<file path="src/mstb_pkg.sv">
`timescale 1ns / 1ps
package mstb_pkg;

  // Defaults of the top level parameters.
  localparam int unsigned STREAMS_DEF = 4;
  localparam int unsigned SENDERS_DEF = 8;
  localparam int unsigned HOLDOFF_DEF = 1000;

  localparam int unsigned MAX_STREAMS = 4;

  // Field and register widths.
  localparam int unsigned TRATE_W   = 10;
  localparam int unsigned BMAX_W    = 15;
  localparam int unsigned SHARE_W   = 7;
  localparam int unsigned MASK_W    = 4;
  localparam int unsigned CFG_W     = 15;
  localparam int unsigned CFG_IDX_W = 3;
  localparam int unsigned ACT_W     = 3;
  localparam int unsigned SEL_W     = 2;
  localparam int unsigned COST_W    = 8;
  localparam int unsigned PTR_W     = 3;
  localparam int unsigned BAL_W     = 16;
  localparam int unsigned HOLD_W    = 10;

  // Rate arithmetic. A percent share of the total is at most 127 * 1023 / 100,
  // the redistributed total at most 1023 + 4 * 1299 and a stream rate at most
  // 127 * 6219 / 100.
  localparam int unsigned PERCENT = 100;
  localparam int unsigned PROD_W  = SHARE_W + TRATE_W;
  localparam int unsigned PART_W  = 11;
  localparam int unsigned AVAIL_W = 13;
  localparam int unsigned MIX_W   = SHARE_W + AVAIL_W;
  localparam int unsigned RATE_W  = 13;

  // Division by one hundred as a multiplication by a rounded-up reciprocal.
  // Both shifts are chosen so that the quotient is exact over the whole range.
  localparam int unsigned RECIP1_SH = 24;
  localparam int unsigned RECIP1    = (2 ** RECIP1_SH + PERCENT - 1) / PERCENT;
  localparam int unsigned RECIP1_W  = 18;
  localparam int unsigned DIV1_W    = PROD_W + RECIP1_W;
  localparam int unsigned RECIP2_SH = 27;
  localparam int unsigned RECIP2    = (2 ** RECIP2_SH + PERCENT - 1) / PERCENT;
  localparam int unsigned RECIP2_W  = 21;
  localparam int unsigned DIV2_W    = MIX_W + RECIP2_W;

  // Register stages from the configuration registers to the stream rates.
  localparam int unsigned RATE_LAT = 5;
  localparam int unsigned SETTLE_W = 3;

  localparam int unsigned QUEUE_DEPTH = 2;

  // Register indexes.
  localparam logic [CFG_IDX_W-1:0] REG_TOTAL_RATE = 3'd0;
  localparam logic [CFG_IDX_W-1:0] REG_BUCKET_MAX = 3'd1;
  localparam logic [CFG_IDX_W-1:0] REG_SHARE_0    = 3'd2;
  localparam logic [CFG_IDX_W-1:0] REG_SHARE_1    = 3'd3;
  localparam logic [CFG_IDX_W-1:0] REG_SHARE_2    = 3'd4;
  localparam logic [CFG_IDX_W-1:0] REG_SHARE_3    = 3'd5;
  localparam logic [CFG_IDX_W-1:0] REG_ENABLE     = 3'd6;

  // Action codes of the input transaction.
  localparam logic [ACT_W-1:0] ACT_TICK          = 3'd0;
  localparam logic [ACT_W-1:0] ACT_QUERY         = 3'd1;
  localparam logic [ACT_W-1:0] ACT_CHARGE_NOTE   = 3'd2;
  localparam logic [ACT_W-1:0] ACT_CHARGE_SENDER = 3'd3;
  localparam logic [ACT_W-1:0] ACT_FAILURE       = 3'd4;

  typedef enum logic [2:0] {
    OP_TICK,
    OP_QUERY,
    OP_CHARGE_NOTE,
    OP_CHARGE_SENDER,
    OP_FAILURE
  } op_e;

  typedef struct packed {
    logic [ACT_W-1:0]  action;
    logic [SEL_W-1:0]  stream_sel;
    logic [COST_W-1:0] cost;
  } in_t;

  typedef struct packed {
    logic                    allowed;
    logic [PTR_W-1:0]        sender_index;
    logic signed [BAL_W-1:0] balance;
    logic                    suspended;
  } out_t;

  typedef struct packed {
    logic [TRATE_W-1:0]                    total_rate;
    logic [BMAX_W-1:0]                     bucket_max;
    logic [MAX_STREAMS-1:0][SHARE_W-1:0]   share;
    logic [MASK_W-1:0]                     enable;
  } cfg_t;

  typedef struct packed {
    op_e               op;
    logic              sel_ok;
    logic [SEL_W-1:0]  sel;
    logic [COST_W-1:0] cost;
  } cmd_t;

  typedef logic [RATE_W-1:0] rate_t;

endpackage

</file>
<file path="src/mstb_fifo.sv">
`timescale 1ns / 1ps
module mstb_fifo (
  input  logic           clk_i,
  input  logic           rst_ni,
  input  logic           push_i,
  input  mstb_pkg::cmd_t push_cmd_i,
  output logic           full_o,
  output logic           valid_o,
  output mstb_pkg::cmd_t head_o,
  input  logic           pop_i
);
  import mstb_pkg::*;

  localparam int unsigned PTR_BITS = (QUEUE_DEPTH > 1) ? $clog2(QUEUE_DEPTH) : 1;
  localparam int unsigned CNT_BITS = $clog2(QUEUE_DEPTH + 1);

  cmd_t                mem_q [QUEUE_DEPTH];
  logic [PTR_BITS-1:0] wr_ptr_q, rd_ptr_q;
  logic [CNT_BITS-1:0] count_q;

  function automatic logic [PTR_BITS-1:0] next_ptr(input logic [PTR_BITS-1:0] p);
    next_ptr = (p == PTR_BITS'(QUEUE_DEPTH - 1)) ? '0 : p + 1'b1;
  endfunction

  always_ff @(posedge clk_i or negedge rst_ni) begin
    if (!rst_ni) begin
      wr_ptr_q <= '0;
      rd_ptr_q <= '0;
      count_q  <= '0;
    end else begin
      if (push_i) begin
        wr_ptr_q <= next_ptr(wr_ptr_q);
      end
      if (pop_i) begin
        rd_ptr_q <= next_ptr(rd_ptr_q);
      end
      if (push_i && !pop_i) begin
        count_q <= count_q + 1'b1;
      end else if (pop_i && !push_i) begin
        count_q <= count_q - 1'b1;
      end
    end
  end

  always_ff @(posedge clk_i) begin
    if (push_i) begin
      mem_q[wr_ptr_q] <= push_cmd_i;
    end
  end

  assign full_o  = (count_q == CNT_BITS'(QUEUE_DEPTH));
  assign valid_o = (count_q != '0);
  assign head_o  = mem_q[rd_ptr_q];

endmodule

</file>
<file path="config.mk">
export PLATFORM = sky130hd
export DESIGN_NAME = mstb_fifo
export DESIGN_NICKNAME = d
export VERILOG_FILES = /design/src/mstb_pkg.sv /design/src/mstb_fifo.sv
export SDC_FILE = /design/constraint.sdc
export NUM_CORES = 1
export LEC_CHECK = 0
export BUFFER_PORTS_ARGS = -buffer_cell sky130_fd_sc_hd__buf_2
export CAP_MARGIN = 10
export CORE_MARGIN = 2
export CORE_UTILIZATION = 36
export DETAILED_ROUTE_END_ITERATION = 12
export PLACE_DENSITY = 0.64
export SYNTH_ARGS = -nofsm -noshare
export SYNTH_HDL_FRONTEND = slang
export SYNTH_SLANG_ARGS = --single-unit
</file>
<file path="constraint.sdc">
create_clock -name clk_i -period 4.4 [get_ports clk_i]
set_clock_uncertainty 0.2 [all_clocks]
set_input_delay 0.88 -clock clk_i [delete_from_list [all_inputs] [get_ports clk_i]]
set_output_delay 0.88 -clock clk_i [all_outputs]
set_load 0.005 [all_outputs]
</file>
* Word-level counts from Yosys, hierarchy flattened
Memory sizes are Yosys's and may differ from the RTL's.
Index checks and enable logic that the tools add are counted.
W data, S select, Z words.
** Cells by class
- Reduce and logical (&&, ||, !) cells :: 6
- Add/subtract/negate cells :: 4
- Equal/unequal tests :: 1
- Muxes and demuxes :: 6
** Operator list (number)
- $mux W1 :: 4
- $mux W2 :: 2
- $reduce_bool A2 Y1 :: 2
- $add A1 B1 Y1 const B :: 2
- $add A2 B1 Y2 const B :: 1
- $eq A2 B2 Y1 const B :: 1
- $logic_and A1 B1 Y1 :: 2
- $logic_not A1 Y1 :: 2
- $sub A2 B1 Y2 const B :: 1
** Storage, ports and cells
- Logic and storage cells :: 21
- Input port bits :: 18
- RAM bits :: 28
- Flip-flop bits (word level) :: 4
- Memories :: 1
** Memory list
- mem_q :: depth 2, width 14, read ports 1, clocked after memory_dff 0, write ports 1, RTL line mstb_fifo.sv:17 : cmd_t mem_q [QUEUE_DEPTH];

* Longest topological paths before layout
- Word-level depth :: 4
- Gate-level depth with buffers :: 5
- Mapped depth without buffers :: 5

* Worst setup path after synthesis
OpenSTA, ideal clock, no wires.
- Path type :: input to register
- From :: input push_i
- To :: memory mem_q[0][0] in the netlist's numbering, enable pin
- Arrival :: 1559 ps
- Slack :: 2255 ps
- Buffers on the path :: 0
- Setup time :: 386 ps
- Cell stages on the path :: 1
- Cells stage by stage :: nor2b_1
** On the way
- Word-level cells in the longest chain between the ends :: 2
** Ends and longest elaborated chain
- start: declaration :: RTL line mstb_fifo.sv:5 : input logic push_i,
- $mux W1 :: RTL line mstb_fifo.sv:46 : if (push_i) begin
- $mux W1 (not written as such) :: RTL line mstb_fifo.sv:47 : mem_q[wr_ptr_q] <= push_cmd_i;
- end: declaration :: RTL line mstb_fifo.sv:17
No other way between the ends.

==> metrics.txt <==
status completed; Critical Path Fanout Max 15; DR DRC count 0; Ant. Diodes 0; top cells by count, synth edfxtp_1 (28), mux2_4 (9), mux2_2 (5); die width 62.99 um; vias in the first global route 655; flops & latches, synth 32; unrepaired setup endpoints after global routing no; Pint 0.6165 mW; GRT Total Usage 10.62%; CTS Sinks 32; Tcrit/Tclk final between 60% and 70%; Worst-Skew Late Latency 310 ps; first-pass GRT wire length ~3 mm; post-synth top area cell edfxtp_1; Yosys warnings 0; fin area 0.001498 mm^2; sequential share of the synthesized area 75.12%; TNS Setup 0 ps; critical-path cell list mux2_2, buf_2; total power around 0.85 mW; Placed Instance Area about 0.0015 mm^2; largest net degree at the start of global routing 16; WL/cell 12.80 um; total vias in the final route between 600 and 700; Synth Net Count 79; Routed Antenna Nets 0; Final setup viols 0; Syn Inst Count 60; Setup crit start kind register; Pins Over Slew Limit 0; LEAKAGE 0.6115 nW; post-DP HPWL between 1 and 1.5 mm; Flop pwr share between 50% and 60%; CP arrival 1700 ps; initial antenna violation count 0; count leader, synth edfxtp_1; Overflow after GRT 0; Synth area leaders edfxtp_1 (67%), mux2_4 (11%), dfrtp_1 (8.0%), mux2_2 (4.5%), xor2_1 (2.8%); dpl ws 1928 ps; clock buffer count from CTS 5; core area 0.003337 mm^2; Unique masters post-synth 14; # hold bufs at CTS 0; relative slew slack 49.27%; Post-CTS Resized 0; Post-synth ARST share 12.50%; GP Congestion 0.6521; PwrDens 566.6 mW/mm^2; Port Buffers 33; mapped cell area around 0.0013 mm^2; Clock Power Share approximately 17%; drt pass-1 iters 3; NetSw 0.2321 mW; max incr delay on CP 840 ps; Die Footprint ~0.0040 mm^2; Starting DRT DRC Count 17; Max Root-Sink Buffers 2; VDD IR max 0.0002706 V; Reg clk slew, reported paths about 90 ps; Fin. Hold Viols 0; Vias per Instance 4.297; combinational share of power 27.7%; WS Path Type register to primary output; Worst Path Required 3320 ps; post-synth top area share roughly two thirds; Slowest cell on crit path dfrtp_1; Final min period 2784 ps; CTS tree built; row count 21; postcts setup bufs 0; Max Fclk 0.3592 GHz; Initial Util 37.53%; htree depth 2; layout cell share with drive strength beyond 1 between 50% and 60%; fin worst setup slack about 1600 ps; number of flops mapped to enable cells by yosys 28; HP Class input pin to async pin; Worst setup EP type primary output; Slew @ Worst Pin 760.9 ps; Synth-to-Final Area Change 19.58%; Sw Ratio 27.35%; Total Wirelength about 1.9 mm; max-cap viol count 0; die height 62.99 um; io pins 34; Syn Area/Cell 20.87 um^2; root buffer cell clkbuf_4; prevailing post-synth register cell edfxtp_1; layout net count 118
## worst paths after layout
path / slack (ps) / start / depth (start not counted) / to
worst max-delay path: 1620 / rd_ptr_q / 2 / head_o[13]
worst min register to register: 290 / wr_ptr_q / 1 / wr_ptr_q
worst min-delay path: 150 / rst_ni / 1 / wr_ptr_q
min in group clk_i: 290 / wr_ptr_q / 1 / wr_ptr_q
max in group asynchronous: 3720 / rst_ni / 1 / rd_ptr_q
worst max register to register: 2690 / wr_ptr_q / 2 / mem_q[0][4]
## metal layers
layer / GRT usage [%] / vias up / wire, um
met3: 3.604 / 6 / 128
met2: 16.62 / 25 / 909
met4: 8.333 / 0 / 46
met1: 11.77 / 293 / 772
met5: 0 / - / 0
li1: - / 299 / -
## registers in the layout (all words and copies together) (netlist names)
name,flops
mem_q,28
count_q,2
wr_ptr_q,1
rd_ptr_q,1
## power groups by stage
stage | logic, mW | registers, mW | clock network, mW
CTS | 0.241 | 0.470 | 0.151
global placement | 0.238 | 0.470 | 0
finish | 0.235 | 0.466 | 0.147
detailed placement | 0.241 | 0.476 | 0
floorplan | 0.206 | 0.435 | 0
global route | 0.258 | 0.479 | 0.164
## layout make-up
| type | instances | area [um^2] |
|---|---|---|
| clock buffers | 6 | 41.29 |
| clock inverters | 1 | 5.005 |
| fillers | 314 | 1839 |
| inverters | 1 | 3.754 |
| multi-input cells | 25 | 276.5 |
| flip-flops and latches | 32 | 940.9 |
| well taps | 46 | 57.56 |
| repair buffers | 34 | 172.7 |
## cells in the final DEF (no fill, tap or decap), drive strengths merged
| cell | instances |
|---|---|
| clkbuf | 6 |
| and2 | 1 |
| inv | 1 |
| edfxtp | 28 |
| buf | 34 |
| mux2 | 14 |
| or2 | 1 |
| nor2b | 2 |
| xnor2 | 1 |
| dfrtp | 4 |
| nor2 | 1 |
| xor2 | 4 |
| clkinv | 1 |
| ha | 1 |
## stage by stage
| step | hold WS (ps) | cells | util, % |
|---|---|---|---|
| after detailed placement | 279.8 | 138 | 43.49 |
| final | 153.2 | 145 | 44.88 |
| after floorplan | 248.1 | 60 | - |
| after global routing | 134.0 | 145 | 44.88 |
| after global placement | 262.1 | 138 | 43.49 |
| after CTS | 144.4 | 145 | 44.88 |
## cells by family (layout without fill, tap and decap cells)
| kind of cell | after synthesis | in the layout | share of synthesized area [%] |
|---|---|---|---|
| buf+inv | 3 | 42 | 2.797 |
| xor+xnor | 5 | 5 | 3.496 |
| fa+ha+maj | 1 | 1 | 0.9988 |
| simple gates | 5 | 5 | 2.298 |
| mux | 14 | 14 | 15.28 |
| flops | 32 | 32 | 75.13 |
## critical path: cells and delay by family (launching register included)
kind,cells,cell delay [ps]
buffers and inverters,1,130
DFF,1,840
muxes,1,420
Note: power is estimated with default switching activity, not from simulation.
