==> config.mk <==
export PLATFORM = sky130hd
export DESIGN_NAME = mstb_front
export DESIGN_NICKNAME = d
export VERILOG_FILES = /design/src/mstb_pkg.sv /design/src/mstb_front.sv
export SDC_FILE = /design/constraint.sdc
export NUM_CORES = 1
export LEC_CHECK = 0
export ABC_AREA = 1
export BUFFER_PORTS_ARGS = -buffer_cell sky130_fd_sc_hd__buf_2
export CAP_MARGIN = 5
export CORE_UTILIZATION = 42
export DETAILED_ROUTE_END_ITERATION = 6
export GPL_TIMING_DRIVEN = 0
export PLACE_DENSITY = 0.8
export SKIP_CTS_REPAIR_TIMING = 1
export SYNTH_ARGS = -nofsm -noshare
export SYNTH_HDL_FRONTEND = slang
export SYNTH_SLANG_ARGS = --single-unit
==> constraint.sdc <==
create_clock -name clk_i -period 0.8 [get_ports clk_i]
set_clock_uncertainty 0.15 [all_clocks]
set_input_delay 0.16 -clock clk_i [delete_from_list [all_inputs] [get_ports clk_i]]
set_output_delay 0.16 -clock clk_i [all_outputs]
set_load 0.03 [all_outputs]
==> src/mstb_pkg.sv <==
`timescale 1ns / 1ps
package mstb_pkg;

  // Defaults of the top level parameters.
  localparam int unsigned STREAMS_DEF = 4;
  localparam int unsigned SENDERS_DEF = 8;
  localparam int unsigned HOLDOFF_DEF = 1000;

  localparam int unsigned MAX_STREAMS = 4;

  // Field and register widths.
  localparam int unsigned TRATE_W   = 10;
  localparam int unsigned BMAX_W    = 15;
  localparam int unsigned SHARE_W   = 7;
  localparam int unsigned MASK_W    = 4;
  localparam int unsigned CFG_W     = 15;
  localparam int unsigned CFG_IDX_W = 3;
  localparam int unsigned ACT_W     = 3;
  localparam int unsigned SEL_W     = 2;
  localparam int unsigned COST_W    = 8;
  localparam int unsigned PTR_W     = 3;
  localparam int unsigned BAL_W     = 16;
  localparam int unsigned HOLD_W    = 10;

  // Rate arithmetic. A percent share of the total is at most 127 * 1023 / 100,
  // the redistributed total at most 1023 + 4 * 1299 and a stream rate at most
  // 127 * 6219 / 100.
  localparam int unsigned PERCENT = 100;
  localparam int unsigned PROD_W  = SHARE_W + TRATE_W;
  localparam int unsigned PART_W  = 11;
  localparam int unsigned AVAIL_W = 13;
  localparam int unsigned MIX_W   = SHARE_W + AVAIL_W;
  localparam int unsigned RATE_W  = 13;

  // Division by one hundred as a multiplication by a rounded-up reciprocal.
  // Both shifts are chosen so that the quotient is exact over the whole range.
  localparam int unsigned RECIP1_SH = 24;
  localparam int unsigned RECIP1    = (2 ** RECIP1_SH + PERCENT - 1) / PERCENT;
  localparam int unsigned RECIP1_W  = 18;
  localparam int unsigned DIV1_W    = PROD_W + RECIP1_W;
  localparam int unsigned RECIP2_SH = 27;
  localparam int unsigned RECIP2    = (2 ** RECIP2_SH + PERCENT - 1) / PERCENT;
  localparam int unsigned RECIP2_W  = 21;
  localparam int unsigned DIV2_W    = MIX_W + RECIP2_W;

  // Register stages from the configuration registers to the stream rates.
  localparam int unsigned RATE_LAT = 5;
  localparam int unsigned SETTLE_W = 3;

  localparam int unsigned QUEUE_DEPTH = 2;

  // Register indexes.
  localparam logic [CFG_IDX_W-1:0] REG_TOTAL_RATE = 3'd0;
  localparam logic [CFG_IDX_W-1:0] REG_BUCKET_MAX = 3'd1;
  localparam logic [CFG_IDX_W-1:0] REG_SHARE_0    = 3'd2;
  localparam logic [CFG_IDX_W-1:0] REG_SHARE_1    = 3'd3;
  localparam logic [CFG_IDX_W-1:0] REG_SHARE_2    = 3'd4;
  localparam logic [CFG_IDX_W-1:0] REG_SHARE_3    = 3'd5;
  localparam logic [CFG_IDX_W-1:0] REG_ENABLE     = 3'd6;

  // Action codes of the input transaction.
  localparam logic [ACT_W-1:0] ACT_TICK          = 3'd0;
  localparam logic [ACT_W-1:0] ACT_QUERY         = 3'd1;
  localparam logic [ACT_W-1:0] ACT_CHARGE_NOTE   = 3'd2;
  localparam logic [ACT_W-1:0] ACT_CHARGE_SENDER = 3'd3;
  localparam logic [ACT_W-1:0] ACT_FAILURE       = 3'd4;

  typedef enum logic [2:0] {
    OP_TICK,
    OP_QUERY,
    OP_CHARGE_NOTE,
    OP_CHARGE_SENDER,
    OP_FAILURE
  } op_e;

  typedef struct packed {
    logic [ACT_W-1:0]  action;
    logic [SEL_W-1:0]  stream_sel;
    logic [COST_W-1:0] cost;
  } in_t;

  typedef struct packed {
    logic                    allowed;
    logic [PTR_W-1:0]        sender_index;
    logic signed [BAL_W-1:0] balance;
    logic                    suspended;
  } out_t;

  typedef struct packed {
    logic [TRATE_W-1:0]                    total_rate;
    logic [BMAX_W-1:0]                     bucket_max;
    logic [MAX_STREAMS-1:0][SHARE_W-1:0]   share;
    logic [MASK_W-1:0]                     enable;
  } cfg_t;

  typedef struct packed {
    op_e               op;
    logic              sel_ok;
    logic [SEL_W-1:0]  sel;
    logic [COST_W-1:0] cost;
  } cmd_t;

  typedef logic [RATE_W-1:0] rate_t;

endpackage

==> src/mstb_front.sv <==
`timescale 1ns / 1ps
module mstb_front #(
  parameter int unsigned STREAMS = mstb_pkg::STREAMS_DEF
) (
  input  logic                             clk_i,
  input  logic                             rst_ni,
  input  logic                             in_valid_i,
  output logic                             in_stall_o,
  input  mstb_pkg::in_t                    in_data_i,
  input  logic                             cfg_we_i,
  input  logic [mstb_pkg::CFG_IDX_W-1:0]   cfg_idx_i,
  input  logic [mstb_pkg::CFG_W-1:0]       cfg_wdata_i,
  output mstb_pkg::cfg_t                   cfg_o,
  output logic                             cfg_wr_o,
  output logic                             push_o,
  output mstb_pkg::cmd_t                   push_cmd_o,
  input  logic                             full_i
);
  import mstb_pkg::*;

  cfg_t cfg_q;

  always_ff @(posedge clk_i or negedge rst_ni) begin
    if (!rst_ni) begin
      cfg_q <= '0;
    end else if (cfg_we_i) begin
      case (cfg_idx_i)
        REG_TOTAL_RATE: cfg_q.total_rate <= cfg_wdata_i[TRATE_W-1:0];
        REG_BUCKET_MAX: cfg_q.bucket_max <= cfg_wdata_i[BMAX_W-1:0];
        REG_SHARE_0:    cfg_q.share[0]   <= cfg_wdata_i[SHARE_W-1:0];
        REG_SHARE_1:    cfg_q.share[1]   <= cfg_wdata_i[SHARE_W-1:0];
        REG_SHARE_2:    cfg_q.share[2]   <= cfg_wdata_i[SHARE_W-1:0];
        REG_SHARE_3:    cfg_q.share[3]   <= cfg_wdata_i[SHARE_W-1:0];
        REG_ENABLE:     cfg_q.enable     <= cfg_wdata_i[MASK_W-1:0];
        default: ;
      endcase
    end
  end

  assign cfg_o    = cfg_q;
  assign cfg_wr_o = cfg_we_i;

  // Unused action codes behave like a query.
  always_comb begin
    push_cmd_o.sel    = in_data_i.stream_sel;
    push_cmd_o.cost   = in_data_i.cost;
    push_cmd_o.sel_ok = (32'(in_data_i.stream_sel) < STREAMS);
    case (in_data_i.action)
      ACT_TICK:          push_cmd_o.op = OP_TICK;
      ACT_QUERY:         push_cmd_o.op = OP_QUERY;
      ACT_CHARGE_NOTE:   push_cmd_o.op = OP_CHARGE_NOTE;
      ACT_CHARGE_SENDER: push_cmd_o.op = OP_CHARGE_SENDER;
      ACT_FAILURE:       push_cmd_o.op = OP_FAILURE;
      default:           push_cmd_o.op = OP_QUERY;
    endcase
  end

  assign in_stall_o = full_i;
  assign push_o     = in_valid_i && !full_i;

endmodule

Word level (Yosys, flattened, before mapping)
Index checks and enable logic that the tools add are counted.
{"block": "word_totals", "register_bits": 57, "inputBits": 36, "output_inout_bits": 74, "elab_cells": 28}
{"block": "classes", "eq_ne": 9, "n_mux": 1, "n_reduce_logical": 11}
{"operator": "2-bit AND reduction", "n": 7}
{"operator": "3-bit by 2-bit equality test with 1-bit output (second input constant)", "n": 4}
{"operator": "3-bit equality test (second input constant)", "n": 4}
{"operator": "3-bit case mux with 4 select lines", "n": 1}
{"operator": "3-bit zero test", "n": 2}
{"operator": "3-bit by 1-bit equality test with 1-bit output (second input constant)", "n": 1}
{"operator": "1-bit logical AND", "n": 1}
{"operator": "1-bit zero test", "n": 1}

Longest topological paths before layout
{"block": "logic_depth", "depth_word": 2, "ltp_mapped": 6, "ltp_nobuf": 5}

Worst setup path after synthesis
Ideal clock, no wire load.
{"block": "synth_timing", "path_kind": "input port to output port", "startpoint": "input port in_data_i[10] in the netlist's numbering", "endpoint": "output port push_cmd_o[13] in the netlist's numbering", "t_arrival_ns": 0.856, "required_time_ns": 0.490, "path_slack_ns": -0.366, "stages": 1, "n_path_buf": 0, "path_cell_list": "nor3_1"}
{"block": "synth_between", "elab_chain_cells": 2, "word_cells_on_any_way": 5, "cone_classes": "3 x eq/ne; 1 x mux; 1 x reduce/logical"}
{"item": "start, declared", "line_no": "mstb_front.sv:9", "text": "input mstb_pkg::in_t in_data_i,"}
{"item": "3-bit equality test (tied with other cells)", "line_no": "mstb_front.sv:48", "text": "case (in_data_i.action)"}
{"item": "3-bit case mux with 4 select lines (*)", "line_no": "mstb_front.sv:48"}
{"item": "end, declared", "line_no": "mstb_front.sv:16", "text": "output mstb_pkg::cmd_t push_cmd_o,"}
Every way passes the cells marked *; elsewhere a longest branch is shown, timed or not.

Worst setup path in the final report
{"block": "layout_timing", "startpoint": "register cfg_q (netlist bit cfg_o[41])", "endpoint": "output port cfg_o[41] in the netlist's numbering"}
{"item": "start, declared", "line_no": "mstb_front.sv:21", "text": "cfg_t cfg_q;"}
{"item": "end, declared", "line_no": "mstb_front.sv:13", "text": "output mstb_pkg::cfg_t cfg_o,"}
No word-level cell between the ends.

==> results.cfg <==
[grt]
grt_pass1_wl_um = 9942
antenna_found_initial = 0
grt.overflow.total = 0
grt_pass1_vias = 2040
grtUsageTotal = 0.2196
grt_max_degree = 58

[timing]
fin_crit_sh = 1.550
min_period_ns = 1.240
fin_ws_ns = -0.4401
relSlewSlack = 0.5230
max_freq_ghz = 0.8064
worstMarginPinSlew_ns = 0.7155
drv_slew = 0
rsz0062_at_grt = true
hold_viol_final = 77
whs_ns = -0.2799
setup_viol = 100

[power]
p_clk_frac = 0.250
power_frac_comb = 0.381
seqPwrFrac = 0.369
internal-power_mw = 6.851
peakVddDrop_mv = 1.395
sw_frac_of_total = 0.3630
leakagePower_nw = 2.246
p_sw_mw = 3.903
power_per_cell_area_nw_per_um2 = 2513

[place]
portBuffers = 98
gp_congestion = 0.8099
placed_area_um2 = 3072
dp.cells = 450
hpwl_um = 4236

[floorplanning]
rows = 27
fp.coreArea_um2 = 5507
dieArea_um2 = 6008
die_w_um = 77.51
die_y_um = 77.51
boundaryPins = 110
initial_utilization = 0.4349

[layout]
fin_cells = 498
diodes = 0
fillers = 329
layout_common_cells = 99 x nand2_1, 90 x buf_6, 41 x nand2_2, 39 x nand3_1, 37 x dfrtp_1
postLayoutCellArea_um2 = 4280
final_layout_size_suffix_gt1_frac = 0.5751
final_common_cell = nand2_1
fin_util = 0.7773
nets = 457
largest_reg_flops = 57
area_growth_pct = 78.74

[synth]
ys_warn_count = 0
ys_types = 15
synth_seq_cells = 57
syn_area_per_cell_um2 = 8.553
synth.largest_area_cell = dfrtp_1
syn_inst = 280
netlist_area_um2 = 2395
synth_top_area_frac = 0.5956
synthTopCellsByArea = dfrtp_1 60%, nand2_1 22%, nand3_1 8.2%
ys_seq_area_frac = 0.5956
syn_nets = 316

[routing]
first_pass_iters = 4
ant_nets = 0
via_per_inst = 5.022
wl_um = 8373
vias = 2501
avgRoutedWirePerCell_um = 16.81
drc_errors = 0
first_iter_violations = 129

[worst_setup_path]
arrival_ns = 0.93
path_max_fanout = 2
crit_type = reg -> out
cp-start-kind = register
end_kind = output pin
path_delay_family = flip-flops
cp_cell_sequence = buf_6
critPathSlowestCell = dfrtp_1
cp_num_buf_inv = 1
cp.required_ns = 0.49
cpPeakStageDelay_ns = 0.43

[hold_path]
hold_path.class = in -> async

[clock_network]
clk_path_buf_depth = 2
htreeDepth = 3
cts_root_buf = clkbuf_8
numCtsBuffers = 9
clkSlewWorstSetupHoldPaths_ns = 0.07
clk_latency_ns = 0.34
cts.sinks = 57
cts_tree = built

[run_status]
status = complete, but fails checks
violations = hold timing, setup timing

[run]
cap_violations = 0
==> power by group through the flow <==
stage / Sequential, mW / Clock, mW / Combinational, mW
after floorplan: 4.88 / 0 / 0.691
after global placement: 3.77 / 0 / 2.67
after detailed placement: 3.79 / 0 / 2.73
after CTS: 3.75 / 2.70 / 2.73
after global routing: 4.01 / 2.87 / 4.31
final: 3.97 / 2.69 / 4.10
==> path summary, 6_finish.rpt <==
kind | from | end | slack [ns] | depth (start not counted)
setup / recovery | cfg_o[41]$_DFFE_PN0P_ | cfg_o[41] | -0.44 | 1
hold / removal | rst_ni | cfg_o[39]$_DFFE_PN0P_ | -0.28 | 1
setup reg to reg | cfg_o[55]$_DFFE_PN0P_ | cfg_o[55]$_DFFE_PN0P_ | -0.12 | 3
hold reg to reg | cfg_o[30]$_DFFE_PN0P_ | cfg_o[30]$_DFFE_PN0P_ | 0.34 | 2
max in group asynchronous | rst_ni | cfg_o[28]$_DFFE_PN0P_ | 0.25 | 1
min in group clk_i | cfg_wdata_i[7] | cfg_o[54]$_DFFE_PN0P_ | -0.08 | 3
==> per-layer routing <==
metal | vias to the layer above | global-route usage | wire, um
li1 | 1145 | - | -
met2 | 120 | 0.3416 | 4509
met3 | 15 | 0.05059 | 446
met4 | 0 | 0.1208 | 176
met1 | 1221 | 0.2832 | 3241
met5 | - | 0 | 0
==> kinds of logic (layout without fill, tap and decap cells) <==
logic type / Yosys count / count (layout) / synth area share
AND/OR/NAND/NOR: 193 / 193 / 0.3286
flip-flops: 57 / 57 / 0.5956
buffers and inverters: 28 / 174 / 0.07105
other: 1 / 1 / 0.001566
AO/OA/AOI/OAI: 1 / 1 / 0.003136
==> per-stage QoR <==
step                worst slack (ns)  hold slack, ns  setup TNS, ns  total power [mW]
CTS                          -0.4506         -0.1023         -45.33             9.180
global route                 -0.4658         -0.2290         -28.36             11.19
global placement             -0.6906          0.2499         -61.84             6.443
detailed placement           -0.7434          0.2561         -66.39             6.517
floorplan                    -0.1592         -0.2856         -5.347             5.575
finish                       -0.4401         -0.2799         -25.56             10.75
==> cell type report <==
class                   count  area, um2  area share
plain buffers              19      162.7     0.03800
flip-flops and latches     57       1451      0.3391
well taps                  72      90.09     0.02105
repair buffers            130       1319      0.3081
inverters                   9      61.31     0.01432
clock buffers              11      141.4     0.03303
multi-input cells         195      999.7      0.2336
clock inverters             5      55.05     0.01286
==> cells in the mapped netlist (all sizes together) <==
| master | number |
|---|---|
| nand3 | 39 |
| nand2 | 144 |
| nor3 | 1 |
| dfrtp | 57 |
| clkinv | 1 |
| nor2 | 9 |
| o21bai | 1 |
| conb | 1 |
| inv | 8 |
| buf | 19 |
(Power assumes the default switching activity.)
