$ cat config.mk
export PLATFORM = sky130hd
export DESIGN_NAME = mstb_back
export DESIGN_NICKNAME = d
export VERILOG_FILES = /design/src/mstb_pkg.sv /design/src/mstb_back.sv
export SDC_FILE = /design/constraint.sdc
export NUM_CORES = 1
export LEC_CHECK = 0
export CAP_MARGIN = 10
export CORE_MARGIN = 10
export CORE_UTILIZATION = 45
export DETAILED_ROUTE_END_ITERATION = 7
export DONT_BUFFER_PORTS = 1
export PLACE_DENSITY_LB_ADDON = 0.3
export SYNTH_ARGS = -nofsm -noshare
export SYNTH_HDL_FRONTEND = slang
export SYNTH_SLANG_ARGS = --single-unit
$ cat constraint.sdc
create_clock -name clk_i -period 7.3 [get_ports clk_i]
set_input_delay 0.365 -clock clk_i [delete_from_list [all_inputs] [get_ports clk_i]]
set_output_delay 0.365 -clock clk_i [all_outputs]
set_load 0.005 [all_outputs]
$ cat src/mstb_pkg.sv
`timescale 1ns / 1ps
package mstb_pkg;

  // Defaults of the top level parameters.
  localparam int unsigned STREAMS_DEF = 4;
  localparam int unsigned SENDERS_DEF = 8;
  localparam int unsigned HOLDOFF_DEF = 1000;

  localparam int unsigned MAX_STREAMS = 4;

  // Field and register widths.
  localparam int unsigned TRATE_W   = 10;
  localparam int unsigned BMAX_W    = 15;
  localparam int unsigned SHARE_W   = 7;
  localparam int unsigned MASK_W    = 4;
  localparam int unsigned CFG_W     = 15;
  localparam int unsigned CFG_IDX_W = 3;
  localparam int unsigned ACT_W     = 3;
  localparam int unsigned SEL_W     = 2;
  localparam int unsigned COST_W    = 8;
  localparam int unsigned PTR_W     = 3;
  localparam int unsigned BAL_W     = 16;
  localparam int unsigned HOLD_W    = 10;

  // Rate arithmetic. A percent share of the total is at most 127 * 1023 / 100,
  // the redistributed total at most 1023 + 4 * 1299 and a stream rate at most
  // 127 * 6219 / 100.
  localparam int unsigned PERCENT = 100;
  localparam int unsigned PROD_W  = SHARE_W + TRATE_W;
  localparam int unsigned PART_W  = 11;
  localparam int unsigned AVAIL_W = 13;
  localparam int unsigned MIX_W   = SHARE_W + AVAIL_W;
  localparam int unsigned RATE_W  = 13;

  // Division by one hundred as a multiplication by a rounded-up reciprocal.
  // Both shifts are chosen so that the quotient is exact over the whole range.
  localparam int unsigned RECIP1_SH = 24;
  localparam int unsigned RECIP1    = (2 ** RECIP1_SH + PERCENT - 1) / PERCENT;
  localparam int unsigned RECIP1_W  = 18;
  localparam int unsigned DIV1_W    = PROD_W + RECIP1_W;
  localparam int unsigned RECIP2_SH = 27;
  localparam int unsigned RECIP2    = (2 ** RECIP2_SH + PERCENT - 1) / PERCENT;
  localparam int unsigned RECIP2_W  = 21;
  localparam int unsigned DIV2_W    = MIX_W + RECIP2_W;

  // Register stages from the configuration registers to the stream rates.
  localparam int unsigned RATE_LAT = 5;
  localparam int unsigned SETTLE_W = 3;

  localparam int unsigned QUEUE_DEPTH = 2;

  // Register indexes.
  localparam logic [CFG_IDX_W-1:0] REG_TOTAL_RATE = 3'd0;
  localparam logic [CFG_IDX_W-1:0] REG_BUCKET_MAX = 3'd1;
  localparam logic [CFG_IDX_W-1:0] REG_SHARE_0    = 3'd2;
  localparam logic [CFG_IDX_W-1:0] REG_SHARE_1    = 3'd3;
  localparam logic [CFG_IDX_W-1:0] REG_SHARE_2    = 3'd4;
  localparam logic [CFG_IDX_W-1:0] REG_SHARE_3    = 3'd5;
  localparam logic [CFG_IDX_W-1:0] REG_ENABLE     = 3'd6;

  // Action codes of the input transaction.
  localparam logic [ACT_W-1:0] ACT_TICK          = 3'd0;
  localparam logic [ACT_W-1:0] ACT_QUERY         = 3'd1;
  localparam logic [ACT_W-1:0] ACT_CHARGE_NOTE   = 3'd2;
  localparam logic [ACT_W-1:0] ACT_CHARGE_SENDER = 3'd3;
  localparam logic [ACT_W-1:0] ACT_FAILURE       = 3'd4;

  typedef enum logic [2:0] {
    OP_TICK,
    OP_QUERY,
    OP_CHARGE_NOTE,
    OP_CHARGE_SENDER,
    OP_FAILURE
  } op_e;

  typedef struct packed {
    logic [ACT_W-1:0]  action;
    logic [SEL_W-1:0]  stream_sel;
    logic [COST_W-1:0] cost;
  } in_t;

  typedef struct packed {
    logic                    allowed;
    logic [PTR_W-1:0]        sender_index;
    logic signed [BAL_W-1:0] balance;
    logic                    suspended;
  } out_t;

  typedef struct packed {
    logic [TRATE_W-1:0]                    total_rate;
    logic [BMAX_W-1:0]                     bucket_max;
    logic [MAX_STREAMS-1:0][SHARE_W-1:0]   share;
    logic [MASK_W-1:0]                     enable;
  } cfg_t;

  typedef struct packed {
    op_e               op;
    logic              sel_ok;
    logic [SEL_W-1:0]  sel;
    logic [COST_W-1:0] cost;
  } cmd_t;

  typedef logic [RATE_W-1:0] rate_t;

endpackage

$ cat src/mstb_back.sv
`timescale 1ns / 1ps
module mstb_back #(
  parameter int unsigned STREAMS       = mstb_pkg::STREAMS_DEF,
  parameter int unsigned SENDERS       = mstb_pkg::SENDERS_DEF,
  parameter int unsigned HOLDOFF_TICKS = mstb_pkg::HOLDOFF_DEF
) (
  input  logic                          clk_i,
  input  logic                          rst_ni,
  input  mstb_pkg::cfg_t                cfg_i,
  input  mstb_pkg::rate_t [STREAMS-1:0] rate_i,
  input  logic                          rate_ready_i,
  input  logic                          cmd_valid_i,
  input  mstb_pkg::cmd_t                cmd_i,
  output logic                          pop_o,
  output logic                          out_valid_o,
  input  logic                          out_stall_i,
  output mstb_pkg::out_t                out_data_o
);
  import mstb_pkg::*;

  logic signed [BAL_W-1:0] bucket_q [STREAMS];
  logic signed [BAL_W-1:0] bucket_d [STREAMS];
  logic [PTR_W-1:0]        ptr_q [STREAMS];
  logic [PTR_W-1:0]        ptr_d [STREAMS];
  logic [HOLD_W-1:0]       hold_q, hold_d;
  logic                    out_valid_q;
  out_t                    out_q, out_d;
  logic [STREAMS-1:0]      hit;
  logic                    take;

  assign take  = cmd_valid_i && rate_ready_i && (!out_valid_q || !out_stall_i);
  assign pop_o = take;

  always_comb begin
    logic signed [BAL_W:0]   sum;
    logic signed [BAL_W:0]   lim;
    logic signed [BAL_W-1:0] sel_bal;
    logic [PTR_W-1:0]        sel_ptr;
    hold_d   = hold_q;
    bucket_d = bucket_q;
    ptr_d    = ptr_q;
    sel_bal  = '0;
    sel_ptr  = '0;
    sum      = '0;
    lim      = $signed({2'b00, cfg_i.bucket_max});
    for (int i = 0; i < STREAMS; i++) begin
      hit[i] = cmd_i.sel_ok && (cmd_i.sel == SEL_W'(i));
    end

    case (cmd_i.op)
      OP_TICK: begin
        if (hold_q != '0) begin
          hold_d = hold_q - 1'b1;
        end else begin
          for (int i = 0; i < STREAMS; i++) begin
            if (cfg_i.total_rate == '0) begin
              bucket_d[i] = '0;
            end else if (cfg_i.enable[i]
                         && ($signed({bucket_q[i][BAL_W-1], bucket_q[i]}) < lim)) begin
              sum = $signed({bucket_q[i][BAL_W-1], bucket_q[i]})
                  + $signed((BAL_W + 1)'(rate_i[i]));
              bucket_d[i] = (sum > lim) ? lim[BAL_W-1:0] : sum[BAL_W-1:0];
            end
          end
        end
      end
      OP_FAILURE: begin
        hold_d = HOLD_W'(HOLDOFF_TICKS);
      end
      default: begin
        if (cmd_i.op inside {OP_CHARGE_NOTE, OP_CHARGE_SENDER}) begin
          for (int i = 0; i < STREAMS; i++) begin
            if (hit[i]) begin
              sum = $signed({bucket_q[i][BAL_W-1], bucket_q[i]})
                  - $signed((BAL_W + 1)'(cmd_i.cost));
              // Only the negative side can leave the 16-bit range.
              if (sum[BAL_W] != sum[BAL_W-1]) begin
                bucket_d[i] = {1'b1, {(BAL_W - 1){1'b0}}};
              end else begin
                bucket_d[i] = sum[BAL_W-1:0];
              end
              if (cmd_i.op == OP_CHARGE_SENDER) begin
                ptr_d[i] = (ptr_q[i] == PTR_W'(SENDERS - 1)) ? '0 : ptr_q[i] + 1'b1;
              end
            end
          end
        end
      end
    endcase

    for (int i = 0; i < STREAMS; i++) begin
      if (hit[i]) begin
        sel_bal = bucket_d[i];
        sel_ptr = ptr_d[i];
      end
    end
    out_d.allowed      = (cfg_i.total_rate == '0) || (sel_bal > 16'sd0);
    out_d.sender_index = sel_ptr;
    out_d.balance      = sel_bal;
    out_d.suspended    = (hold_d != '0);
  end

  always_ff @(posedge clk_i or negedge rst_ni) begin
    if (!rst_ni) begin
      for (int i = 0; i < STREAMS; i++) begin
        bucket_q[i] <= '0;
        ptr_q[i]    <= '0;
      end
      hold_q      <= '0;
      out_valid_q <= 1'b0;
    end else begin
      if (take) begin
        bucket_q    <= bucket_d;
        ptr_q       <= ptr_d;
        hold_q      <= hold_d;
        out_valid_q <= 1'b1;
      end else if (!out_stall_i) begin
        out_valid_q <= 1'b0;
      end
    end
  end

  always_ff @(posedge clk_i) begin
    if (take) begin
      out_q <= out_d;
    end
  end

  assign out_valid_o = out_valid_q;
  assign out_data_o  = out_q;

endmodule

Word-level counts from Yosys, hierarchy flattened
Cells that the tools add are included.
W data, S select, Z words.
{"block": "totals", "regBits": 108, "latchBits": 0, "mem_bits_rw": 0, "mem_bits_ro": 0, "input_bits": 128, "output_inout_bits": 23, "word_cells": 121, "n_memories": 0}
{"block": "classes", "add_sub_neg": 13, "multipliers": 0, "div": 0, "magnitude_cmp": 9, "eq_ne": 15, "shifts": 0, "muxes": 49, "n_bitwise": 0, "n_reduce_logical": 21}
{"cell": "$mux W16", "count": 24}
{"cell": "$mux W64", "count": 2}
{"cell": "$pmux W64 S2", "count": 1}
{"cell": "$add A16 B14 Y17", "count": 4}
{"cell": "$gt A17 B16 Y1", "count": 4}
{"cell": "$sub A16 B9 Y17", "count": 4}
{"cell": "$lt A16 B16 Y1", "count": 4}
{"cell": "$mux W3", "count": 16}
{"cell": "$mux W12", "count": 2}
{"cell": "$pmux W10 S2", "count": 1}
{"cell": "$reduce_bool A10 Y1", "count": 2}
{"cell": "$gt A16 B1 Y1 const B", "count": 1}
{"cell": "$eq A3 B3 Y1 const B", "count": 5}
{"cell": "$add A3 B1 Y3 const B", "count": 4}
{"cell": "$logic_and A1 B1 Y1", "count": 10}
{"cell": "$logic_not A10 Y1", "count": 1}
{"cell": "$mux W10", "count": 1}
{"cell": "$sub A10 B1 Y10 const B", "count": 1}
{"cell": "$eq A3 B2 Y1 const B", "count": 2}
{"cell": "$eq A2 B2 Y1 const B", "count": 2}
{"cell": "$ne A1 B1 Y1", "count": 4}
{"cell": "$logic_not A3 Y1", "count": 1}
{"cell": "$eq A2 B1 Y1 const B", "count": 1}
{"cell": "$logic_not A1 Y1", "count": 2}
{"cell": "6 further kinds", "count": 8}

Depth between registers and ports, before layout
Gate-level depths: netlist of run 1.
{"block": "depth", "depth_word": 13, "ltp_mapped": 23, "mapped_depth_nobuf": 22}

Least setup slack after synthesis of run 1
No wires, ideal clock.
{"block": "synth_timing", "path_kind": "register to register", "startpoint": "reg bucket_q[16] in the netlist's numbering", "endpoint": "reg out_q, in the netlist out_data_o[20] (data pin)", "setup_time_ns": 0.265, "arrival_ns": 4.899, "required_ns": 7.035, "setup_slack_ns": 2.136, "path_stages_with_launch": 23, "period_less_slack_ns": 5.164, "path_cell_list": "dfrtp_1 > ha_1 > fa_1 > a211oi_1 > o21ai_0 > a21bo_2 > a31oi_1 > nand2b_1 > xnor2_1 > ha_1 > nand4_1 > or4_1 > nand2_1 > a31oi_1 > nor4b_4 > buf_2 > nor3_1 > a211o_1 > a21oi_1 > nor4_2 > or2_1 > nor4_1 > a21oi_1"}
{"item": "from (decl)", "line_no": "mstb_back.sv:21", "source": "logic signed [BAL_W-1:0] bucket_q [STREAMS];"}
{"item": "from (signal assigned)", "line_no": "mstb_back.sv:113", "source": "bucket_q <= bucket_d;"}
{"item": "to (signal assigned)", "line_no": "mstb_back.sv:125", "source": "out_q <= out_d;"}
{"item": "to (decl)", "line_no": "mstb_back.sv:27", "source": "out_t out_q, out_d;"}

==> impl_metrics.tcl, run 1 <==
set metrics [dict create \
    synth_cells 2022 \
    netlist-cell-type-count 105 \
    clkTransAtPathRegs_ns 0.10 \
    cts_resized 0 \
    grt_setup_unrepaired "no" \
    antennaDiodeCount 0 \
    drv_slew 0 \
    cts_setup_buffers 0 \
    crit_required_ns 7.44 \
    finalSetupViolations 0 \
    ys.flop_type "dfrtp_1" \
    worstSetupPathType "reg2reg" \
    mappedNetlistNets 2371 \
    worst_slack_ns 0.4460 \
    final_cell_mix "nand2_1 (236), ha_1 (213), o21ai_0 (167)" \
    crit_slowest_cell "nor4b_4" \
    drive_above_1_share_pct 5.438 \
    grt.total_usage_pct 32.14 \
    overflow 0 \
    leakage_nw 7.088 \
    grt_pass1_wl_mm 102.9 \
    dp_cells 2423 \
    htreeDepth 3 \
    outcome "completed" \
    power_density_mw_per_mm2 276.4 \
    vias_per_cell 6.946 \
    arrival_ns 6.99 \
    drc 0 \
    final_cells 2441 \
    end_kind "flip-flop" \
    synth_area_leaders "ha_1 (17%), dfrtp_1 (14%), nand2_1 (5.6%), o21ai_0 (5.3%), a21oi_1 (5.3%)" \
    die_w_um 206.8 \
    synth_top_area_share_pct 16.97 \
    yosysWarningCount 0 \
    die_area_mm2 0.04277 \
    hold_viol 0 \
    syn_area_mm2 0.01570 \
    synth_edf_count 21 \
    first_global_vias 16010 \
    hold_path.class "in2reg" \
    ant_nets 0 \
    dpl_worst_slack_ns 0.6236 \
    timing.fmax_mhz 145.9 \
    worstMarginPinSlew_ns 1.183 \
    synthArstFlopShare_pct 80.56 \
    port_buffers 0 \
    power_mw 4.541 \
    min_period_over_period_pct 93.89 \
    ys_seq_area_share_pct 17.88 \
    insertion_delay_ns 0.38 \
    wl_mm 70.16 \
    fp.dieH_um 206.8 \
    grt_max_degree 88 \
    slew_headroom_pct 20.10 \
    critPathMaxStageDelay_ns 0.69 \
    layout_commonest_cell "nand2_1" \
    cts_sinks 108 \
    globalplace.congestion 1.024 \
    drtIter0Drc 1872 \
    vias 16960 \
    start_kind "flip-flop" \
    rows 68 \
    syn_to_final_growth_pct 4.621 \
    routedWlPerCell_um 28.74 \
    cts_tree "yes" \
    pin_count 151 \
    finalSetupTns_ns 0 \
    yosys.area.top_type "ha_1" \
    path_cells "ha_1, fa_1, a211oi_1, o21ai_0, a21bo_2, a31oi_1, nand2b_1, xnor2_1, ha_1, nand4_1, or4_1, nand2_1, a31oi_1, nor4b_4, nor2_1, a311oi_1, a21oi_1, a211o_1, o21bai_1, nor4_1, a21oi_1" \
    clockBufferDepth 2 \
    clock-root-buffer "clkbuf_16" \
    ir_drop_mv 0.1277 \
    place_hpwl_mm 54.66 \
    nets 2330 \
    syn_avg_cell_area_um2 7.766 \
    coreArea_mm2 0.03446 \
    start_util_pct 45.57 \
    critPathMaxFanout 15 \
    ys_seq_elements 108 \
    cts-buffers-inserted 9 \
    timing.hold.ws_ns 0.09537 \
    finalCriticalPeriod_ns 6.854 \
    antenna_found_initial 1 \
    firstDrtPassIters 5 \
    clock_skew_ns 0.02019 \
    max_cap_violations 0 \
]
## synthesized netlist by cell type (23+ instances only)
library cell and count:
nand3_1 50, nand4_1 23, mux2i_1 26, xor2_1 28, a211oi_1 35, nor3_1 61
o21ai_0 167, inv_1 71, nand2_1 236, ha_1 213, nor2_1 163, o21a_1 30
dfrtp_1 87, o211ai_1 36, xnor2_1 47, a21oi_1 165, a21o_1 42, clkbuf_1 48
a31oi_1 38
## per-stage QoR
step	util [%]	area (µm²)
after detailed placement	46.74	16110
after floorplan	-	15700
after global routing	47.68	16430
after CTS	47.68	16430
final	47.68	16430
after global placement	46.74	16110
## logic make-up (layout without fill, tap and decap cells)
family                   after synthesis  in the layout  synth area share (%)
AO/OA/AOI/OAI                        748            748                 32.43
XOR/XNOR                              75             75                 4.183
adder cells (fa/ha/maj)              221            221                 17.99
buffers and inverters                145            109                 3.737
flip-flops                           108            108                 17.88
multiplexers                          43             43                 2.996
AND/OR/NAND/NOR                      682            682                 20.79
## per-layer routing
layer | share of wire [%] | track usage (%)
met1 | 40 | 40.96
met4 | 7.2 | 20.62
met5 | 0 | 0
met3 | 10 | 7.522
met2 | 42 | 48.05
## report_power, final
| group | total (mW) | internal, mW | leakage, nW | switching, mW |
|---|---|---|---|---|
| Combinational | 2.98 | 1.14 | 5.64 | 1.84 |
| Sequential | 1.04 | 0.738 | 1.31 | 0.299 |
| Clock | 0.526 | 0.241 | 0.138 | 0.286 |
## registers in the layout (all words and copies together) (netlist names)
name,flops
bucket_q,64
out_data_o,21
ptr_q,12
hold_q,10
out_valid_o,1
## critical path, delay by kind of cell (launching register included)
family | cells | cell delay [ns]
AOI/OAI and AO/OA | 10 | 2.76
and+or+nand+nor | 7 | 2.29
adders and majority gates | 3 | 1.01
DFF | 1 | 0.45
xor gates and xnor gates | 1 | 0.11
## timing repair
item                                    4_1_cts  5_1_grt
endpoints found under the hold margin        87        0
endpoints found under the setup margin        0        0
hold buffers                                  2        0
## path summary, 6_finish.rpt
path | from | depth (start not counted) | to | slack [ns]
setup reg to reg | bucket_q[16] | 21 | out_data_o[20] | 0.45
hold / removal | cmd_i[13] | 1 | hold_q[1] | 0.1
max in group asynchronous | rst_ni | 2 | bucket_q[26] | 6.31
min in group asynchronous | rst_ni | 2 | bucket_q[63] | 0.56
hold reg to reg | ptr_q[8] | 2 | ptr_q[8] | 0.54
setup / recovery | bucket_q[16] | 21 | out_data_o[20] | 0.45
## area by class of cell
cell class,count,area [µm²]
fill,3489,18030
multi-input combinational,1769,12320
sequential,108,2808
tap,455,569.3
inverter,73,275.3
clock buffer,10,229.0
timing repair buffer,20,172.7
clock inverter,6,57.56
Note: power is estimated with default switching activity, not from simulation.
==> run 2, diff against run 1 <==
clock period = 5.5 ns   (was 7.3 ns; I/O delays follow)
==> run 2 against run 1 <==
  * Sequential power increased by 16%
  * Global-route usage is 3.1 points higher
  * Combinational power grew 65%
  * Critical path depth unchanged
  * Worst hold slack got worse by 0.069 ns
  * Cell area increased by 11%
  * Fmax grew 27%
==> impl_metrics.tcl, run 2 (same netlist as run 1, synthesis figures left out) <==
set metrics [dict create \
    outcome "completed" \
    layout_commonest_cell "nand2_1" \
    grtUsageMet1_pct 45.29 \
    worstSetupPathType "reg2reg" \
    hold_end "out_valid_o" \
    largest_reg_flops 64 \
    use_met2_pct 54.22 \
    ant_nets 0 \
    htreeDepth 3 \
    end_kind "flip-flop" \
    wl_mm 77.18 \
    cts_sinks 108 \
    pin_count 151 \
    final_cell_mix "nand2_1 (234), buf_4 (228), ha_1 (212)" \
    power_density_mw_per_mm2 376.1 \
    start_kind "flip-flop" \
    vias_per_cell 6.702 \
    antenna_found_initial 3 \
    gr-usage-met3_pct 7.803 \
    hold_start "out_stall_i" \
    finalCriticalPeriod_ns 5.400 \
    insertion_delay_ns 0.41 \
    leakage_nw 8.151 \
    cts_tree "yes" \
    ir_drop_mv 0.2444 \
    drive_above_1_share_pct 15.73 \
    clkTransAtPathRegs_ns 0.09 \
    place_hpwl_mm 61.81 \
    drv_slew 0 \
    top_usage_layer "met2" \
    globalplace.congestion 1.065 \
    hold_viol 0 \
    worst_slack_ns 0.09957 \
    overflow 0 \
    start_util_pct 45.57 \
    worstRegToRegCells 21 \
    dpl_worst_slack_ns -0.2579 \
    first_global_vias 16740 \
    die_area_mm2 0.04277 \
    clock-root-buffer "clkbuf_16" \
    timing.rr.end "out_data_o[20]" \
    nets 2543 \
    holdPathStages 2 \
    grt_setup_unrepaired "yes" \
    ff2ff_setup_slack_ns 0.1 \
    hold_path.class "in2reg" \
    arrival_ns 5.55 \
    coreArea_mm2 0.03446 \
    rows 68 \
    slew_headroom_pct 39.04 \
    worstMarginPinSlew_ns 0.9074 \
    cts-buffers-inserted 9 \
    r2r-start "bucket_q[17]" \
    crit_required_ns 5.65 \
    routedWlPerCell_um 29.07 \
    fp.dieH_um 206.8 \
    max_cap_violations 0 \
    min_period_over_period_pct 98.19 \
    die_w_um 206.8 \
    timing.hold.ws_ns 0.02675 \
    top_register "bucket_q" \
    finalSetupTns_ns 0 \
    syn_to_final_growth_pct 15.97 \
    grt_max_degree 88 \
    drtIter0Drc 2146 \
    grt_pass1_wl_mm 111.3 \
    finalSetupViolations 0 \
    grt.total_usage_pct 35.27 \
    vias 17790 \
    timing.fmax_mhz 185.2 \
    firstDrtPassIters 8 \
    port_buffers 0 \
    clockBufferDepth 2 \
    drc 0 \
    clock_skew_ns 0.01639 \
    critPathMaxFanout 6 \
]
run 2: cell types whose count changed in the layout (fill, tap and decap cells not counted), moves of 3 or more:
cell	change
buf_4	+210
o21ai_0	-6
o21ai_1	+5
a211oi_1	-4
a211oi_2	+4
a21oi_1	-4
a21oi_2	+4
clkinv_4	+4
dlygate4sd3_1	+3
run 2: routing by layer:
layer	share of wire (%)	vias up
li1	-	8078
met1	41	8484
met2	43	979
met3	9.8	249
met4	6.4	4
met5	0.058	-
run 2: worst max-delay path by stage:
stage | start | to | slack [ns] | cells after the start
2_1_floorplan | bucket_q[16] | out_data_o[20] | 0.34 | 22
3_3_place_gp | bucket_q[16] | out_data_o[20] | -0.21 | 25
3_5_place_dp | bucket_q[16] | out_data_o[20] | -0.26 | 23
4_1_cts | bucket_q[16] | out_data_o[20] | 0.01 | 25
5_1_grt | bucket_q[16] | out_data_o[20] | -0.12 | 23
6_report | bucket_q[17] | out_data_o[20] | 0.1 | 21
run 2: per-stage QoR:
stage | cell area (µm²) | power [mW] | instances | util, %
final | 18210 | 6.849 | 2655 | 52.85
after global routing | 18210 | 7.314 | 2654 | 52.84
after CTS | 18010 | 6.620 | 2643 | 52.27
after detailed placement | 17590 | 5.834 | 2621 | 51.04
after global placement | 17590 | 5.762 | 2621 | 51.04
after floorplan | 15700 | 4.142 | 2022 | -
run 2: layout make-up:
type | count | area, µm²
clock inverter | 6 | 55.05
timing repair buffer | 233 | 1779
clock buffer | 10 | 239.0
antenna | 1 | 2.502
multi-input combinational | 1769 | 12480
fill | 3306 | 16250
tap | 455 | 569.3
sequential | 108 | 2808
inverter | 73 | 275.3
run 2: critical path, stage by stage, from the launching register on:
cell and delay [ns]:
dfrtp_1 0.43, ha_1 0.31, a211oi_1 0.30, o21ai_2 0.17, o211ai_2 0.22, a21oi_1 0.10
or3_1 0.33, and2_1 0.17, ha_1 0.29, nand4_1 0.20, or4_4 0.49, nand2_2 0.09
a31oi_2 0.07, nor4b_4 0.46, buf_4 0.22, nor3_1 0.05, a211o_1 0.31, a21oi_2 0.21
nor4_2 0.08, or2_1 0.26, nor4_1 0.27, a21oi_1 0.12
run 2: where the power goes:
part / switching (mW) / internal (mW) / total (mW)
clock network: 0.382 / 0.329 / 0.711
registers: 0.224 / 0.982 / 1.21
logic: 2.88 / 2.05 / 4.93
run 2: timing repair:
item	in CTS	in global routing
resized for setup	11	29
setup endpoints to repair	1	10
hold buffers	5	0
pin swaps	7	27
endpoints found under the hold margin	91	0
buffers inserted	1	11
